$ cat src/design/longest_increasing_subsequence_defines.svh
// assertion macros used by longest_increasing_subsequence.sv
`ifndef LONGEST_INCREASING_SUBSEQUENCE_DEFINES_SVH
`define LONGEST_INCREASING_SUBSEQUENCE_DEFINES_SVH

`ifndef SYNTHESIS

// property checked every clock, skipped while reset is high
`define LIS_ASSERT(label, clk, rst, prop, msg) \
   label: assert property (@(posedge clk) disable iff (rst) (prop)) else $error(msg);

// property checked every clock, reset included
`define LIS_ASSERT_ALWAYS(label, clk, prop, msg) \
   label: assert property (@(posedge clk) (prop)) else $error(msg);

`else

`define LIS_ASSERT(label, clk, rst, prop, msg)
`define LIS_ASSERT_ALWAYS(label, clk, prop, msg)

`endif

`endif

$ cat src/design/lis_ram.sv
`default_nettype none

module lis_ram #(
   parameter int WIDTH = 32,
   parameter int DEPTH = 64,
   parameter int AW    = 6
) (
   input  wire logic             clock,
   input  wire logic             wr_en,
   input  wire logic [AW-1:0]    wr_addr,
   input  wire logic [WIDTH-1:0] wr_data,
   input  wire logic             rd_en,
   input  wire logic [AW-1:0]    rd_addr,
   output logic      [WIDTH-1:0] rd_data
);

   logic [WIDTH-1:0] mem [DEPTH];
   logic [WIDTH-1:0] rd_data_ff;

   // write port
   always_ff @(posedge clock) begin
      if (wr_en) begin
         mem[wr_addr] <= wr_data;
      end
   end

   // registered read port, holds its data between reads
   always_ff @(posedge clock) begin
      if (rd_en) begin
         rd_data_ff <= mem[rd_addr];
      end
   end

   assign rd_data = rd_data_ff;

endmodule

`default_nettype wire

$ cat config.mk
export PLATFORM = sky130hd
export DESIGN_NAME = lis_ram
export DESIGN_NICKNAME = d
export VERILOG_FILES = /design/src/design/longest_increasing_subsequence_defines.svh /design/src/design/lis_ram.sv
export SDC_FILE = /design/constraint.sdc
export NUM_CORES = 2
export LEC_CHECK = 0
export BUFFER_PORTS_ARGS = -buffer_cell sky130_fd_sc_hd__buf_2
export CORE_MARGIN = 4
export CORE_UTILIZATION = 40
export CTS_CLUSTER_SIZE = 16
export DETAILED_ROUTE_END_ITERATION = 12
export PLACE_DENSITY = 0.52
export SYNTH_ARGS = -nofsm -noshare
export SYNTH_HDL_FRONTEND = slang
export SYNTH_SLANG_ARGS = --single-unit
$ cat constraint.sdc
create_clock -name clock -period 4.15 [get_ports clock]
set_input_delay 0.415 -clock clock [delete_from_list [all_inputs] [get_ports clock]]
set_output_delay 0.415 -clock clock [all_outputs]
set_load 0.01 [all_outputs]
==> out/qor.yml <==
antenna_found_initial: 30
cts_tree: "built"
setup_tns_ns: 0
cp_max_fo: 39
status: "finished, final reports clean"
grt_pass1_wl_um: 304200
drv_cap: 0
timing_worst_slew_pin_value_ns: 1.288
clockBufferDepth: 3
drive_above_1_share_pct: 31.05
cts_setup_buffers: 0
fillCellCount: 16105
max-slew-margin-rel_pct: 14.14
crit_type: "input pin to register"
die_width_um: 451.9
firstDrtPassIters: 5
clkSinkCount: 2080
synth_area_leader_cell: "edfxtp_1"
syn_area_mm2: 0.07884
start_util_pct: 40.35
synth_cell_type_count: 33
hp-start: "wr_data[4]"
synth_fp_nets: 3371
nets: 3711
min_path_type: "input pin to register"
synthTopCellsByArea: "edfxtp_1, mux4_2, mux2i_1"
clock.fmax_ghz: 0.3392
place_area_mm2: 0.08432
syn2layout_area_growth_pct: 15.34
track_usage_pct: 21.44
ir_drop_mv: 0.4526
antenna_left: 0
grt_max_degree: 65
yosys_warnings: 0
critical_path.max_stage_delay_ns: 0.82
cts_root_buffer: "clkbuf_16"
synth_edf_count: 2080
synth-seq-cells: 2080
vias: 36960
worstPathArrival_ns: 3.48
cp.required_ns: 4.68
post-route-min-period_ns: 2.948
first_global_vias: 37743
port_buffers: 78
postRouteWirelength_um: 218500
setup_viol: 0
cp-end-kind: "register"
fp.dieArea_mm2: 0.2043
cts_buffers: 206
grt_remaining_overflow: 0
critPathSlowestCell: "o22ai_1"
crit_buf_inv: 3
drc: 0
critPathLaunchType: "input pin"
rr_startpoint: "mem[31][15]"
synth_cells: 3324
htree_levels: 4
period_share_pct: 71.03
fp.dieH_um: 451.9
dp_hpwl_um: 128700
crit_top_cell: "mux4_2"
crit_start: "rd_addr[0]"
hold_viol: 0
rows: 162
fin_area_mm2: 0.09093
cts-hold-fix-buffers: 4
routedWlPerCell_um: 33.76
ys.flop_type: "edfxtp_1"
drt_iter0_drc: 4080
path_cells: "buf_8, buf_12, buf_4, mux4_2, mux4_2, o22ai_1, nor2_1"
rsz0062_at_grt: "no"
pwr_density_cell_mw_per_mm2: 483.7
cellLeakagePower_nw: 28.23
async_flop_share_pct: 0
power_mw: 43.98
crit_family: "multiplexers"
pin_count: 79
clock_latency_ns: 0.84
gp_congestion: 0.7816
coreArea_mm2: 0.1954
synth_top_cell_area_share_pct: 79.23
clk_pin_slew_ns: 0.06
avgSynthCellArea_um2: 23.72
post_cts_resized: 0
routed_via_density: 5.711
finalClockSkew_ns: 0.03634
drv_slew: 0
ys_seq_area_share_pct: 79.23
## routing by layer
metal	global-route usage, %	part of all wire [%]
met1	29.85	42
met2	34.35	48
met3	4.238	6.5
met4	6.745	3.3
met5	0	0.019
## where the power goes
group          switching, mW  internal, mW  total, mW
combinational           1.49         0.844       2.34
sequential            0.0673          23.3       23.4
clock                   7.97          10.3       18.3
## Yosys cell counts (3+ instances only)
cell type / number
buf_2: 57
nor2_1: 137
o32ai_1: 4
or3_1: 3
buf_4: 25
nand3_1: 5
nand2_1: 26
mux4_2: 544
or3b_2: 3
clkbuf_1: 74
edfxtp_1: 2080
nor3_1: 7
buf_6: 5
a21oi_1: 62
nor2b_1: 15
buf_1: 21
a311oi_1: 8
a22oi_1: 12
a41o_1: 4
and3_1: 4
o221ai_1: 27
nand3b_1: 5
nand2b_1: 8
mux2i_1: 93
o22ai_1: 84
## logic make-up after synthesis
group                  count (synthesis)  synth area share, %
AOI/OAI and AO/OA                    202                1.666
buffers and inverters                182                1.124
DFF                                 2080                79.23
muxes                                637                16.72
and+or+nand+nor                      223                1.260
## placed cells by master (no fill, tap or decap), types with 3 or more instances in the layout
master / n
mux4_2: 544
inv_16: 7
buf_12: 35
a311oi_1: 8
a21oi_1: 62
clkinv_2: 24
clkinv_1: 57
mux2i_1: 93
clkbuf_16: 206
nand3b_1: 5
a41o_1: 4
buf_8: 3
nand2_1: 26
buf_4: 197
o221ai_1: 27
bufinv_16: 18
buf_2: 74
clkinvlp_4: 4
nand2b_1: 7
o32ai_1: 4
diode_2: 9
clkbuf_1: 58
nor2b_1: 14
or3b_2: 3
dlygate4sd3_1: 4
o22ai_1: 84
a22oi_1: 12
nand3_1: 5
inv_6: 5
and3_1: 4
edfxtp_1: 2080
nor2_1: 75
nor3_1: 5
nor2_4: 62
or3_1: 3
## area by class of cell
cell class                 count  area [um^2]  share of cell area [%]
sequential                  2080        62460                   68.69
multi-input combinational   1062        15970                   17.56
tap                         2624         3283                   3.611
clock buffer                 264         5373                   5.909
clock inverter               119         1174                   1.291
antenna                        9        22.52                 0.02477
timing repair buffer         314         2646                   2.910
## through the flow
| stage | utilization, % | std cells | setup WS [ns] | hold WS [ns] |
|---|---|---|---|---|
| floorplan | - | 3324 | 0.5752 | 0.5139 |
| global placement | 43.15 | 6076 | 0.2226 | 0.7705 |
| detailed placement | 43.15 | 6076 | 0.2263 | 0.7722 |
| CTS | 46.52 | 6463 | 1.141 | 0.03259 |
| global route | 46.53 | 6467 | 0.9502 | 0.05917 |
| finish | 46.54 | 6472 | 1.202 | 0.08940 |
## path summary, 6_finish.rpt
check                endpoint  cells after the start  slack [ns]
setup / recovery  rd_data[15]                      7        1.20
hold / removal      mem[2][4]                      1        0.09
setup reg to reg  rd_data[15]                      4        1.55
hold reg to reg   rd_data[17]                      4        0.91
## registers in the layout, indices dropped and copies added (netlist names)
signal   cells
mem       2048
rd_data     32
Power figures use the tool's default switching activity.
